--- src/rtl/i2p_pkg.sv ---
// shared types, character codes and classification functions for the infix to postfix converter
package i2p_pkg;

  localparam int STACK_DEPTH = 16;
  localparam int CNT_W       = $clog2(STACK_DEPTH + 1);
  localparam int IDX_W       = $clog2(STACK_DEPTH);

  localparam logic [7:0] CH_CARET  = 8'h5E;
  localparam logic [7:0] CH_SLASH  = 8'h2F;
  localparam logic [7:0] CH_STAR   = 8'h2A;
  localparam logic [7:0] CH_PLUS   = 8'h2B;
  localparam logic [7:0] CH_MINUS  = 8'h2D;
  localparam logic [7:0] CH_LPAREN = 8'h28;
  localparam logic [7:0] CH_RPAREN = 8'h29;

  localparam logic [1:0] ERR_NONE      = 2'd0;
  localparam logic [1:0] ERR_UNMATCHED = 2'd1;
  localparam logic [1:0] ERR_OVERFLOW  = 2'd2;

  // one result item without its framing bits
  typedef struct packed {
    logic [7:0] sym;
    logic       valid;
    logic [1:0] err;
  } res_t;

  // command from the sequencer to the result emitter
  typedef struct packed {
    logic add;
    logic close;
    logic done;
    res_t res;
  } emit_cmd_t;

  typedef struct packed {
    logic ready;
    logic pend_v;
  } emit_stat_t;

  typedef struct packed {
    logic       push;
    logic       pop;
    logic       clear;
    logic [7:0] data;
  } stk_cmd_t;

  function automatic logic is_alnum(input logic [7:0] ch);
    return (ch >= 8'h61 && ch <= 8'h7A) || (ch >= 8'h41 && ch <= 8'h5A) ||
           (ch >= 8'h30 && ch <= 8'h39);
  endfunction

  // precedence level, shifted up by one so that "anything else" is zero
  function automatic logic [1:0] prec(input logic [7:0] ch);
    logic [1:0] p;
    p = 2'd0;
    if (ch == CH_CARET) p = 2'd3;
    else if (ch == CH_STAR || ch == CH_SLASH) p = 2'd2;
    else if (ch == CH_PLUS || ch == CH_MINUS) p = 2'd1;
    return p;
  endfunction

endpackage

--- src/rtl/i2p_stack.sv ---
// bounded operator stack with push, pop and clear
module i2p_stack (
  input  logic                   clk,
  input  logic                   rst,
  input  i2p_pkg::stk_cmd_t      cmd,
  output logic [7:0]             top,
  output logic [i2p_pkg::CNT_W-1:0] count,
  output logic                   empty,
  output logic                   full
);
  import i2p_pkg::*;

  logic [7:0]       mem [STACK_DEPTH];
  logic [CNT_W-1:0] cnt_m1;
  logic [CNT_W-1:0] cnt_m2;

  assign cnt_m1 = count - CNT_W'(1);
  assign cnt_m2 = count - CNT_W'(2);
  assign empty  = (count == '0);
  assign full   = (count == CNT_W'(STACK_DEPTH));

  always_ff @(posedge clk) begin
    if (rst) begin
      count <= '0;
    end else if (cmd.clear) begin
      count <= '0;
    end else if (cmd.push) begin
      count <= count + CNT_W'(1);
    end else if (cmd.pop) begin
      count <= cnt_m1;
    end
  end

  // entry storage; top is a registered copy of the entry below count
  always_ff @(posedge clk) begin
    if (cmd.push && !cmd.clear) begin
      mem[count[IDX_W-1:0]] <= cmd.data;
      top                   <= cmd.data;
    end else if (cmd.pop && !cmd.clear) begin
      top <= mem[cnt_m2[IDX_W-1:0]];
    end
  end

endmodule

--- src/rtl/i2p_emit.sv ---
// result emitter: one pending result plus the output register
module i2p_emit (
  input  logic                 clk,
  input  logic                 rst,
  input  i2p_pkg::emit_cmd_t   cmd,
  output i2p_pkg::emit_stat_t  stat,
  output logic                 m_tvalid,
  input  logic                 m_tready,
  output logic [7:0]           m_tdata,   // out_symbol
  output logic                 m_tlast,   // run_last
  output logic [3:0]           m_tuser    // symbol_valid, expression_done, error_code[1:0]
);
  import i2p_pkg::*;

  logic pend_v;
  res_t pend;
  res_t out_res;
  logic out_done;
  logic out_free;
  logic move;

  // the pending result only leaves once it is known whether it is the last one
  assign out_free    = !m_tvalid || m_tready;
  assign move        = pend_v && (cmd.add || cmd.close);
  assign stat.ready  = !pend_v || out_free;
  assign stat.pend_v = pend_v;

  assign m_tdata = out_res.sym;
  assign m_tuser = {out_res.err, out_done, out_res.valid};

  always_ff @(posedge clk) begin
    if (rst) begin
      m_tvalid <= 1'b0;
      pend_v   <= 1'b0;
    end else begin
      if (move) m_tvalid <= 1'b1;
      else if (m_tvalid && m_tready) m_tvalid <= 1'b0;
      if (cmd.add) pend_v <= 1'b1;
      else if (cmd.close) pend_v <= 1'b0;
    end
  end

  always_ff @(posedge clk) begin
    if (move) begin
      out_res  <= pend;
      m_tlast  <= cmd.close;
      out_done <= cmd.close && cmd.done;
    end
    if (cmd.add) pend <= cmd.res;
  end

endmodule

--- src/rtl/infix_to_postfix_converter.sv ---
// top level of the shunting-yard infix to postfix converter
//
//  channel   dir  tdata              tlast      tuser
//  s_*       in   symbol[7:0]        is_final   -
//  m_*       out  out_symbol[7:0]    run_last   symbol_valid, expression_done, error_code
//
// an item is taken only in the idle state; it then runs scan, end and close steps
// letters, digits and pushes pass each step once; pops repeat the scan or end step
// (single stack read port and precedence compare: one pop per cycle if output free)
// results trail by one pending slot so run_last is known when a result is released
// a stalled output holds the sequencer only on cycles that produce a result
// rst is synchronous and empties the stack, the pending slot and the output register
module infix_to_postfix_converter (
  input  logic       clk,
  input  logic       rst,
  input  logic       s_tvalid,
  output logic       s_tready,
  input  logic [7:0] s_tdata,   // symbol
  input  logic       s_tlast,   // is_final
  output logic       m_tvalid,
  input  logic       m_tready,
  output logic [7:0] m_tdata,   // out_symbol
  output logic       m_tlast,   // run_last
  output logic [3:0] m_tuser    // symbol_valid, expression_done, error_code[1:0]
);
  import i2p_pkg::*;

  localparam logic [1:0] ST_IDLE  = 2'd0;
  localparam logic [1:0] ST_SCAN  = 2'd1;
  localparam logic [1:0] ST_END   = 2'd2;
  localparam logic [1:0] ST_CLOSE = 2'd3;

  logic [1:0]       state, state_next;
  logic [7:0]       sym;
  logic             fin;
  logic             any_emit;
  stk_cmd_t         stk;
  emit_cmd_t        ecmd;
  emit_stat_t       estat;
  logic [7:0]       top;
  logic [CNT_W-1:0] count;
  logic             empty, full;
  logic             pop_it;
  logic [1:0]       p_in, p_top;

  i2p_stack u_stack (
    .clk   (clk),
    .rst   (rst),
    .cmd   (stk),
    .top   (top),
    .count (count),
    .empty (empty),
    .full  (full)
  );

  i2p_emit u_emit (
    .clk      (clk),
    .rst      (rst),
    .cmd      (ecmd),
    .stat     (estat),
    .m_tvalid (m_tvalid),
    .m_tready (m_tready),
    .m_tdata  (m_tdata),
    .m_tlast  (m_tlast),
    .m_tuser  (m_tuser)
  );

  assign s_tready = (state == ST_IDLE);

  // precedence compare: '^' is right-associative, everything else pops on equal
  assign p_in   = prec(sym);
  assign p_top  = prec(top);
  assign pop_it = (sym == CH_CARET) ? (p_in < p_top) : (p_in <= p_top);

  always_comb begin
    state_next = state;
    stk        = '0;
    stk.data   = sym;
    ecmd       = '0;
    ecmd.done  = fin;
    case (state)
      ST_IDLE: begin
        if (s_tvalid) state_next = ST_SCAN;
      end
      ST_SCAN: begin
        if (is_alnum(sym)) begin
          if (estat.ready) begin
            ecmd.add   = 1'b1;
            ecmd.res   = '{sym: sym, valid: 1'b1, err: ERR_NONE};
            state_next = ST_END;
          end
        end else if (sym == CH_RPAREN) begin
          if (empty) begin
            // unmatched close parenthesis
            if (estat.ready) begin
              stk.clear  = 1'b1;
              ecmd.add   = 1'b1;
              ecmd.res   = '{sym: 8'd0, valid: 1'b0, err: ERR_UNMATCHED};
              state_next = ST_END;
            end
          end else if (top == CH_LPAREN) begin
            stk.pop    = 1'b1;
            state_next = ST_END;
          end else if (estat.ready) begin
            stk.pop  = 1'b1;
            ecmd.add = 1'b1;
            ecmd.res = '{sym: top, valid: 1'b1, err: ERR_NONE};
          end
        end else if (sym != CH_LPAREN && !empty && pop_it) begin
          if (estat.ready) begin
            stk.pop  = 1'b1;
            ecmd.add = 1'b1;
            ecmd.res = '{sym: top, valid: 1'b1, err: ERR_NONE};
          end
        end else if (full) begin
          // overflow: drop the character and empty the stack
          if (estat.ready) begin
            stk.clear  = 1'b1;
            ecmd.add   = 1'b1;
            ecmd.res   = '{sym: 8'd0, valid: 1'b0, err: ERR_OVERFLOW};
            state_next = ST_END;
          end
        end else begin
          stk.push   = 1'b1;
          state_next = ST_END;
        end
      end
      ST_END: begin
        if (fin && !empty) begin
          // flush, top first
          if (estat.ready) begin
            stk.pop  = 1'b1;
            ecmd.add = 1'b1;
            ecmd.res = '{sym: top, valid: 1'b1, err: ERR_NONE};
          end
        end else if (fin && !any_emit) begin
          if (estat.ready) begin
            ecmd.add   = 1'b1;
            ecmd.res   = '{sym: 8'd0, valid: 1'b0, err: ERR_NONE};
            state_next = ST_CLOSE;
          end
        end else begin
          state_next = ST_CLOSE;
        end
      end
      ST_CLOSE: begin
        if (estat.ready) begin
          ecmd.close = 1'b1;
          state_next = ST_IDLE;
        end
      end
      default: state_next = ST_IDLE;
    endcase
  end

  always_ff @(posedge clk) begin
    if (rst) begin
      state    <= ST_IDLE;
      any_emit <= 1'b0;
    end else begin
      state <= state_next;
      if (s_tvalid && s_tready) any_emit <= 1'b0;
      else if (ecmd.add) any_emit <= 1'b1;
    end
  end

  always_ff @(posedge clk) begin
    if (s_tvalid && s_tready) begin
      sym <= s_tdata;
      fin <= s_tlast;
    end
  end

  // every item's results are released before the next item is taken
  a_idle_no_pending: assert property (@(posedge clk) disable iff (rst)
    state == ST_IDLE |-> !estat.pend_v)
    else $error("pending result left over in idle");

  a_accept_scan: assert property (@(posedge clk) disable iff (rst)
    s_tvalid && s_tready |=> state == ST_SCAN)
    else $error("accepted item not scanned");

  a_stack_bound: assert property (@(posedge clk) disable iff (rst)
    count <= CNT_W'(STACK_DEPTH))
    else $error("stack count beyond depth");

  a_close_last: assert property (@(posedge clk) disable iff (rst)
    ecmd.close && estat.pend_v |=> m_tvalid && m_tlast)
    else $error("closing result not marked last");

endmodule
--- config.mk ---
export PLATFORM = sky130hd
export DESIGN_NAME = infix_to_postfix_converter
export DESIGN_NICKNAME = d
export VERILOG_FILES = /design/src/rtl/i2p_pkg.sv /design/src/rtl/i2p_stack.sv /design/src/rtl/i2p_emit.sv /design/src/rtl/infix_to_postfix_converter.sv
export SDC_FILE = /design/constraint.sdc
export NUM_CORES = 1
export LEC_CHECK = 0
export ABC_AREA = 1
export BUFFER_PORTS_ARGS = -buffer_cell sky130_fd_sc_hd__clkbuf_2
export CAP_MARGIN = 20
export CORE_MARGIN = 8
export CORE_UTILIZATION = 55
export CTS_CLUSTER_DIAMETER = 150
export DETAILED_ROUTE_END_ITERATION = 10
export PLACE_DENSITY_LB_ADDON = 0.12
export RECOVER_POWER = 25
export SYNTH_ARGS = -nofsm -noshare
export SYNTH_HDL_FRONTEND = slang
export SYNTH_SLANG_ARGS = --single-unit
--- constraint.sdc ---
create_clock -name clk -period 3 [get_ports clk]
set_clock_uncertainty 0.1 [all_clocks]
set_input_delay 0.6 -clock clk [delete_from_list [all_inputs] [get_ports clk]]
set_output_delay 0.6 -clock clk [all_outputs]
set_load 0.02 [all_outputs]
Word-level counts from Yosys, hierarchy flattened
Memory sizes are Yosys's and may differ from the RTL's.
Cells that the tools add are included.
- add/sub/neg operators: 3
- order comparisons: 8
- eq/ne operators: 23
- reduce and logical (&&, ||, !) cells: 36
- mux-type cells: 67
- operators by type and width (cell ; number):
    $mux W11 ; 8
    $eq A8 B6 Y1 const B ; 10
    $mux W2 ; 19
    $mux W1 ; 31
    $pmux W11 S2 ; 1
    $eq A8 B7 Y1 const B ; 2
    $ge A8 B7 Y1 const B ; 2
    $le A8 B7 Y1 const B ; 2
    $mux W8 ; 2
    $logic_and A1 B1 Y1 ; 13
    $mux W5 ; 2
    $logic_or A1 B1 Y1 ; 9
    $ge A8 B6 Y1 const B ; 1
    $le A8 B6 Y1 const B ; 1
    $ne A8 B6 Y1 const B ; 1
    $pmux W2 S4 ; 1
    $reduce_bool A2 Y1 ; 4
    $ne A2 B2 Y1 const B ; 3
    $reduce_and A6 Y1 ; 1
    $add A5 B1 Y5 const B ; 1
    $eq A5 B5 Y1 const B ; 1
    $logic_not A1 Y1 ; 5
    $logic_not A5 Y1 ; 1
    $ne A5 B5 Y1 const B ; 1
    12 further kinds ; 15
- memories kept: 1
- memory bits (writable): 128
- input port bits: 13
- flip-flop bits (word level): 51
- memories (memory ; words ; width ; rd ports ; clocked after memory_dff ; wr ports ; line ; text):
    u_stack.mem ; 16 ; 8 ; 1 ; 0 ; 1 ; i2p_stack.sv:13 ; logic [7:0] mem [STACK_DEPTH];

Logic depth before layout (Yosys ltp)
Gate-level depths: netlist (run 1).
- depth in word-level cells: 16
- depth in mapped cells: 23
- gate-level depth less buffers: 22

Hierarchy
From an unflattened synthesis (run 1), not the netlist that was laid out.
- cell total of the unflattened synthesis: 817
- area total of the unflattened synthesis: 8149.1 um^2
- by module, submodules not included (module ; cells each ; sequential area each (um^2) ; area an instance (um^2) ; times used):
    i2p_stack ; 575 ; 4184.0 ; 6045.8 ; 1
    infix_to_postfix_converter ; 203 ; 330.3 ; 1281.2 ; 1
    i2p_emit ; 39 ; 760.7 ; 822.0 ; 1

Worst setup path after synthesis (run 1)
No wires, ideal clock.
- path kind: register to register
- start point: reg sym[1]
- end point: reg u_stack.count[4] (netlist bit)
- buffers on the path: 2
- period minus slack after synthesis: 3.355 ns
- path slack: -0.355 ns
- setup time: 0.066 ns
- data arrival time: 3.189 ns
- stages on the path, launching flop included: 22
- path through: edfxtp_1 -> buf_4 -> nand2_2 -> nor2_1 -> nor2_1 -> o41ai_1 -> inv_1 -> ha_1 -> nand2_1 -> inv_1 -> nand2_1 -> nand2_2 -> nand2_4 -> nand3_4 -> buf_2 -> ha_1 -> nand2_1 -> nor2_1 -> a211oi_1 -> xor2_1 -> nand2_1 -> a21oi_2
- cells in the longest elaborated chain, start to end: 13
- elaborated cells between the ends (all ways): 40
- those cells by class: order compare: 8; eq/ne: 7; mux: 14; reduce/logical: 11
- RTL lines (element ; line ; text):
    start: declaration ; infix_to_postfix_converter.sv:34 ; logic [7:0] sym;
    start signal: assignment ; infix_to_postfix_converter.sv:169 ; sym <= s_tdata;
    $eq A8 B6 Y1 ; i2p_pkg.sv:58 ; else if (ch == CH_PLUS || ch == CH_MINUS) p = 2'd1;
    $logic_or A1 B1 Y1 ; i2p_pkg.sv:58 ;
    $mux W1 ; i2p_pkg.sv:58 ;
    $mux W2 ; i2p_pkg.sv:57 ; else if (ch == CH_STAR || ch == CH_SLASH) p = 2'd2;
    $mux W2 ; i2p_pkg.sv:56 ; if (ch == CH_CARET) p = 2'd3;
    $le A2 B2 Y1 or $lt A2 B2 Y1 (tied branches) ; infix_to_postfix_converter.sv:73 ; assign pop_it = (sym == CH_CARET) ? (p_in < p_top) : (p_in <= p_top);
    $mux W1 ; infix_to_postfix_converter.sv:73 ;
    $logic_and A1 B1 Y1 ; infix_to_postfix_converter.sv:109 ; end else if (sym != CH_LPAREN && !empty && pop_it) begin
    $mux W1 ; infix_to_postfix_converter.sv:109 ;
    $mux W2 or $mux W1 (tied branches) ; infix_to_postfix_converter.sv:92 ; end else if (sym == CH_RPAREN) begin
    $mux W3 (*) ; infix_to_postfix_converter.sv:86 ; if (is_alnum(sym)) begin
    $pmux W1 S2 or $mux W1 (tied branches) ; infix_to_postfix_converter.sv:81 ; case (state)
    $reduce_bool A2 Y1 (no source line), or another cell as far along ; - ;
    end signal: assignment ; i2p_stack.sv:28 ; count <= count + CNT_W'(1);
    end signal: assignment ; i2p_stack.sv:30 ; count <= cnt_m1;
    end: declaration ; i2p_stack.sv:7 ; output logic [i2p_pkg::CNT_W-1:0] count,
Every way passes the cells marked *; elsewhere a longest branch is shown, timed or not.
A chain may end at the register's enable or synchronous reset.

Worst setup path in the final report (run 1)
- start point: reg sym[3]
- end point: reg u_stack.count[3] (netlist bit)
Same word-level chain as after synthesis.

==> out/results.md, run 1 <==
| Item | This run |
|---|---|
| Status | complete, but fails checks |
| Violated checks | setup timing |
| Routed len/inst | 19.18 um |
| Grt ovf | 0 |
| Worst IR drop on VDD | 0.5283 mV |
| Synth area leaders | edfxtp_1 67%, a22oi_1 5.3%, nand2_1 4.5% |
| Die outline width | 133.8 um |
| Drt initial violations | 470 |
| Data required, critical path | 3.25 ns |
| CTS tree | done |
| Max-capacitance violation count | 0 |
| Fillers | 998 |
| Total power per unit cell area | 958.8 nW/um2 |
| Final weighted congestion in routability-driven placement | 0.8646 |
| Via count of the first global-routing pass | 4910 |
| Via Count | 5032 |
| Worst slew margin | 0.3916 |
| TritonCTS Buffers | 17 |
| Number of nets still failing antenna checks after routing | 0 |
| Ratio of routed vias to standard cells | 5.679 |
| Yosys reg bits | 179 |
| Cell type with the highest aggregate area in the netlist | edfxtp_1 |
| Post-synth cell types | 45 |
| Multi-input logic area | 2241 um2 |
| Overall Global Routing Usage | 0.1929 |
| Critical path launch point type | register |
| Achievable clock frequency | 330.0 MHz |
| Area taken by flip-flops and latches | 5275 um2 |
| Count of placed standard cells in the final layout, fillers left out | 886 |
| Number of nets in the synthesized netlist | 637 |
| Count of endpoints failing hold in the final timing report | 0 |
| Count leader, synth | edfxtp_1 |
| Clock network latency to the later pin of the worst-skew pair | 0.42 ns |
| Critical Path Sink Type | register |
| CTS root buf | clkbuf_16 |
| HPWL after detailed placement | 11.31 mm |
| Signal arrival time at the worst endpoint | 3.29 ns |
| Number of endpoints failing setup at the final stage | 39 |
| Post-layout minimum cycle time | 3.030 ns |
| Post-detailed-route DRC marker count | 0 |
| Number of antenna repair diodes | 0 |
| Ys Warns | 0 |
| Leakage power total | 0.003290 uW |
| Layout Area Growth over Synthesis | 19.92% |
| Fraction of layout cells with a size suffix above 1 | 0.2521 |
| Sequential fraction of the synthesis area | 0.6913 |
| Tightest Pin Transition | 0.9126 ns |
| GRT met2 Usage | 0.3083 |
| Number of clock sinks | 179 |
| Number of rows created at floorplan | 43 |
| Type of the most critical hold path | input pin to register |
| Port-buffer cells | 27 |
| Pins over their slew limit | 0 |
| Share of the cycle needed by the critical path after routing | 1.010 |
| Most frequent cells after synthesis | 169 x edfxtp_1, 91 x nand2_1, 54 x a22oi_1, 54 x nor2_1, 53 x nand3_1 |
| Unrepaired setup endpoints after global routing | true |
| CTS HTree Levels | 4 |
| Avg Synthesized Cell Area | 12.45 um2 |
| NumNets Final | 719 |
| Setup slack after layout | -0.03030 ns |
| Met1 layer usage reported by global route | 0.2598 |
| Number of instances in the synthesized netlist | 613 |
| Die ar. | 17900 um2 |
| Core ar. | 13720 um2 |
| Critical path start-end classification | register to register |
| Floorplan die height | 133.8 um |
| Async set-or-reset flop fraction in the synthesized netlist | 0 |
| Worst-case setup slack after placement | -0.03498 ns |
| Total wirelength of the detailed-routed design | 16.99 mm |
| Flop2flop setup slack | -0.03 ns |
| Number of cells in the design after placement | 848 |
| Total power consumption of the routed design | 8774 uW |
| Top cell type's share of synthesized area | 0.6650 |
| Met3 GRT Util | 0.03702 |
| Top_reg_cell synth | edfxtp_1 |
| Reg clk slew, reported paths | 0.06 ns |
| Gr busiest metal | met2 |
| Number of hold buffers added after cts | 0 |
| Largest net degree at the start of global routing | 34 |
| Synthesized cell area | 7631 um2 |
| Clock Path Buffers | 2 |
| Number of antenna violations at the first check in global routing | 0 |
| Initial cell density of the core | 0.5562 |
| Wire length of the first global-routing pass | 26.39 mm |
| Number of top-level design ports | 28 |
| Number of search-and-repair iterations in the first detailed-routing pass | 5 |
| Number of enable-type register cells in the synthesized netlist | 169 |
| CP Max Fanout | 5 |
-- worst max-delay path, stage by stage (launching register included) --
cell	delay, ns
edfxtp_1	0.46
nand2_2	0.13
nor2_2	0.05
nand2_1	0.07
o21ai_2	0.07
o41ai_2	0.32
inv_1	0.07
ha_1	0.27
nand2_1	0.07
inv_1	0.04
nand2_1	0.07
nand2_2	0.08
nand2_4	0.10
nand3_4	0.13
buf_6	0.18
ha_4	0.26
nand3_2	0.06
nand2_1	0.09
xor2_1	0.14
nand2_1	0.08
a21oi_1	0.13
-- registers in the layout (all words and copies together) (netlist names), 3 cells and up, named ones only --
signal,cells
u_emit.pend,11
u_stack.count,5
sym,8
u_emit.m_tuser,3
u_stack.mem,128
u_stack.top,8
u_emit.m_tdata,8
-- layer usage --
| layer | vias up | routed length, um |
|---|---|---|
| met5 | - | 0 |
| met4 | 0 | 346 |
| met3 | 25 | 972 |
| met2 | 154 | 8281 |
| met1 | 2439 | 7392 |
| li1 | 2414 | - |
-- layout make-up --
type                    count  share of cell area
repair buffers             84             0.06918
flip-flops and latches    179              0.5764
inverters                  49             0.02242
clock buffers              20             0.04772
clock inverters            10             0.01477
well taps                 180             0.02461
multi-input cells         364              0.2449
-- cell families (layout without fill, tap and decap cells) --
logic type | count (synthesis) | in the layout | synth area share
AOI/OAI and AO/OA | 108 | 108 | 0.09985
xor gates and xnor gates | 5 | 5 | 0.006724
adders and majority gates | 11 | 11 | 0.01902
buffers and inverters | 70 | 163 | 0.03656
DFF | 179 | 179 | 0.6913
and+or+nand+nor | 240 | 240 | 0.1466
-- layout by cell type (no fill, tap or decap), types with 5 or more instances in the layout --
| cell | n |
|---|---|
| nand2_4 | 7 |
| inv_2 | 7 |
| dfxtp_1 | 10 |
| o211ai_1 | 6 |
| nand3_1 | 51 |
| o21ai_0 | 6 |
| inv_1 | 38 |
| a21oi_1 | 17 |
| nand2_1 | 87 |
| nand2_2 | 9 |
| a22oi_1 | 54 |
| a31oi_1 | 11 |
| nor2_2 | 15 |
| edfxtp_1 | 169 |
| nor3_1 | 5 |
| clkbuf_1 | 5 |
| nand4_1 | 7 |
| buf_6 | 14 |
| clkbuf_2 | 27 |
| nor2_1 | 42 |
| clkbuf_16 | 17 |
| buf_4 | 39 |
| ha_1 | 7 |
| nor2_4 | 6 |
-- path summary, 6_finish.rpt --
check,from,endpoint,cells after the start
max,sym[3],u_stack.count[3],20
min,s_tdata[5],sym[5],1
max reg2reg,sym[3],u_stack.count[3],20
min reg2reg,u_emit.pend[10],u_emit.m_tdata[7],0
-- repair_timing --
action | in CTS | in global routing
resized for setup | 5 | 44
endpoints found under the setup margin | 67 | 167
setup buffers | 1 | 8
pin swaps | 0 | 11
-- report_power, final --
part | leakage (uW) | internal [uW] | switching [uW]
Sequential | 0.00161 | 3160 | 148
Combinational | 0.00140 | 1170 | 2140
Clock | 0.000277 | 1300 | 860
Total | 0.00329 | 5620 | 3150
-- stage by stage --
stage	instance area (um2)	utilization	setup TNS, ns	hold WS, ns
after floorplan	7697	-	-13.39	0.3003
after global placement	8332	0.6073	0	0.3046
after detailed placement	8332	0.6073	-0.4527	0.3045
after CTS	8939	0.6515	-0.3181	0.2351
after global routing	9151	0.6670	-25.70	0.2406
final	9151	0.6670	-0.6477	0.2522
Power figures use the tool's default switching activity.
==> inputs of run 2 (changes only) <==
Settings changed: CORE_ASPECT_RATIO set to 1.25.
==> run 2 against run 1 <==
The run still ends with setup timing left. Critical endpoint is now u_stack.count[4]. Clock power is 6% lower. Non-clock buffer count up 4. Critical path depth is the same. Flip-flop and latch count unchanged.
==> out/results.md, run 2 (synthesis gave the netlist of run 1 again) <==
| Item | This run | vs previous |
|---|---|---|
| Status | complete, but fails checks |  |
| Violated checks | setup timing |  |
| Ratio of routed vias to standard cells | 5.802 | +2.2% |
| WP buf/inv | 4 | +1 |
| Worst IR drop on VDD | 0.4722 mV | -11% |
| Critical path start-end classification | register to register |  |
| Critical Path Sink Type | register |  |
| Wire length of the first global-routing pass | 27.14 mm | +2.8% |
| Layout Area Growth over Synthesis | 19.41% |  |
| Tightest Pin Transition | 0.7633 ns | -0.1492 ns |
| Reg clk slew, reported paths | 0.07 ns | about the same |
| Drt initial violations | 443 | -5.7% |
| Leading cell type in the layout, fill and taps excluded | edfxtp_1 |  |
| Number of top-level design ports | 28 | unchanged |
| Type of the most critical hold path | input pin to register |  |
| CTS root buf | clkbuf_16 |  |
| Number of search-and-repair iterations in the first detailed-routing pass | 5 | unchanged |
| Routed len/inst | 19.70 um | +2.7% |
| NumNets Final | 723 | +0.56% |
| Reg2Reg Depth | 20 | unchanged |
| End point of the critical path | u_stack.count[4] |  |
| Number of hold buffers added after cts | 0 | unchanged |
| Number of rows created at floorplan | 48 | +12% |
| Data required, critical path | 3.26 ns | about the same |
| Final hold slack | 0.2419 ns | -0.01032 ns |
| Share of the cycle needed by the critical path after routing | 1.017 | +0.006434 |
| CTS HTree Levels | 4 | unchanged |
| CP Max Fanout | 6 | +1 |
| Cell with the largest stage delay on the worst path | edfxtp_1 |  |
| Number of endpoints failing setup at the final stage | 17 | -56% |
| Grt ovf | 0 | unchanged |
| Count of endpoints failing hold in the final timing report | 0 | unchanged |
| TritonCTS Buffers | 17 | unchanged |
| Reg-to-Reg Start | sym[1] |  |
| Clock network latency to the later pin of the worst-skew pair | 0.43 ns | about the same |
| Number of clock sinks | 179 | unchanged |
| Cell family contributing the most delay on the critical path | simple AND/OR/NAND/NOR gates |  |
| Via count of the first global-routing pass | 5119 | +4.3% |
| Critical path launch point type | register |  |
| Floorplan die height | 147.7 um | +10% |
| CTS tree | done |  |
| Setup slack after layout | -0.04960 ns | -0.01930 ns |
| Worst-case setup slack after placement | -0.05756 ns | -0.02259 ns |
| Core ar. | 13690 um2 | -0.19% |
| Signal arrival time at the worst endpoint | 3.31 ns | +0.02 ns |
| Via Count | 5141 | +2.2% |
| Largest net degree at the start of global routing | 34 | unchanged |
| Number of nets still failing antenna checks after routing | 0 | unchanged |
| Overall Global Routing Usage | 0.2020 | +0.009088 |
| Die ar. | 17920 um2 | +0.13% |
| Number of antenna repair diodes | 0 | unchanged |
| Flop2flop setup slack | -0.05 ns | -0.02 ns |
| Total wirelength of the detailed-routed design | 17.45 mm | +2.7% |
| Total power per unit cell area | 944.6 nW/um2 | -1.5% |
| Worst stage delay on the critical path | 0.49 ns | +0.03 ns |
| HPWL after detailed placement | 11.85 mm | +4.8% |
| Pins over their slew limit | 0 | unchanged |
| Max-capacitance violation count | 0 | unchanged |
| Worst path most repeated cell | nand2_1 |  |
| Stages on the worst setup path | 20 | unchanged |
| Leading cell types in the layout, fill and taps excluded | 169 x edfxtp_1, 90 x nand2_1, 54 x a22oi_1, 53 x nand3_1, 45 x buf_4 |  |
| Number of antenna violations at the first check in global routing | 0 | unchanged |
| Beginning of the critical path | sym[1] |  |
| Port-buffer cells | 27 | unchanged |
| Flip-flop count of the largest register, all copies and words added | 128 | unchanged |
| Initial cell density of the core | 0.5573 | +0.001067 |
| Die outline width | 121.4 um | -9.3% |
| Clock Path Buffers | 2 | unchanged |
| Critical path cell sequence | buf_4, buf_4, nand2_1, nor2_1, nand2_1, nand2_1, ha_1, inv_1, o21bai_1, nand2_2, nand2_4, nand3_4, buf_12, ha_4, nand2_1, nor2_1, a211oi_2, xor2_1, nand2_1, a21oi_2 |  |
| Fraction of layout cells with a size suffix above 1 | 0.2518 | -0.0003666 |
| Post-layout minimum cycle time | 3.050 ns | +0.01930 ns |
| Unrepaired setup endpoints after global routing | true |  |
| Endpoint of the most critical register-to-register path | u_stack.count[4] |  |
| Post-detailed-route DRC marker count | 0 | unchanged |
| Leakage power total | 0.003280 uW | -0.32% |
| Achievable clock frequency | 327.9 MHz | -0.63% |
| Worst slew margin | 0.4905 | +0.09891 |
| Final weighted congestion in routability-driven placement | 0.8977 | +3.8% |
| Fillers | 975 | -2.3% |
| Accumulated negative setup slack | -0.4813 ns | +0.1664 ns |
==> run 2: cell count changes in the layout (fill, tap and decap cells not counted), sizes merged <==
cell    delta
clkinv     +4
inv        +2
clkbuf     -5
bufinv     -2
buf        +6
==> run 2: worst min-delay path by stage <==
stage | from | to | cells after the start
after global routing | s_tlast | fin | 1
after floorplan | u_emit.pend[3] | u_emit.m_tdata[0] | 0
after CTS | s_tlast | fin | 1
final | s_tlast | fin | 1
after global placement | u_emit.pend[10] | u_emit.m_tdata[7] | 0
after detailed placement | u_emit.pend[2] | u_emit.m_tuser[0] | 0
==> run 2: worst register-to-register path, delay by kind of cell, from the launching register on <==
kind | cells | cell delay (ns)
AO/OA/AOI/OAI | 3 | 0.41
XOR/XNOR | 1 | 0.16
adder cells (fa/ha/maj) | 2 | 0.51
buffers and inverters | 4 | 0.52
flip-flops | 1 | 0.49
AND/OR/NAND/NOR | 10 | 0.79
==> run 2: through the flow <==
stage               total power [uW]  std cells  utilization  area (um2)
finish                          8608        886       0.6655        9112
global route                    9031        886       0.6655        9112
CTS                             8515        880       0.6535        8949
detailed placement              6466        845       0.6109        8366
global placement                6395        845       0.6109        8366
floorplan                       5420        613            -        7697
==> run 2: layout make-up <==
type	instances	area, um2	area share
flip-flops and latches	179	5275	0.5789
clock inverters	14	112.6	0.01236
repair buffers	88	688.2	0.07552
clock buffers	17	425.4	0.04668
inverters	49	205.2	0.02252
well taps	175	219.0	0.02403
multi-input cells	364	2187	0.2400
==> run 2: repair_timing <==
item,CTS,global route
endpoints found under the setup margin,23,157
gates resized for setup,4,32
buffers inserted,4,6
pin swaps,1,3
hold endpoints to repair,0,0
==> run 2: power breakdown <==
part	internal, uW	switching (uW)
registers	3160	156
logic	1170	2090
clock network	1130	910
total	5460	3150
==> run 2: routing by layer <==
layer | global-route usage | part of all wire | wire length (um) | vias to the layer above
met3 | 0.04580 | 0.054 | 944 | 51
met1 | 0.2144 | 0.36 | 6321 | 2493
met4 | 0.1070 | 0.039 | 676 | 0
li1 | - | - | - | 2408
met2 | 0.3622 | 0.54 | 9508 | 189
met5 | 0 | 0 | 0 | -
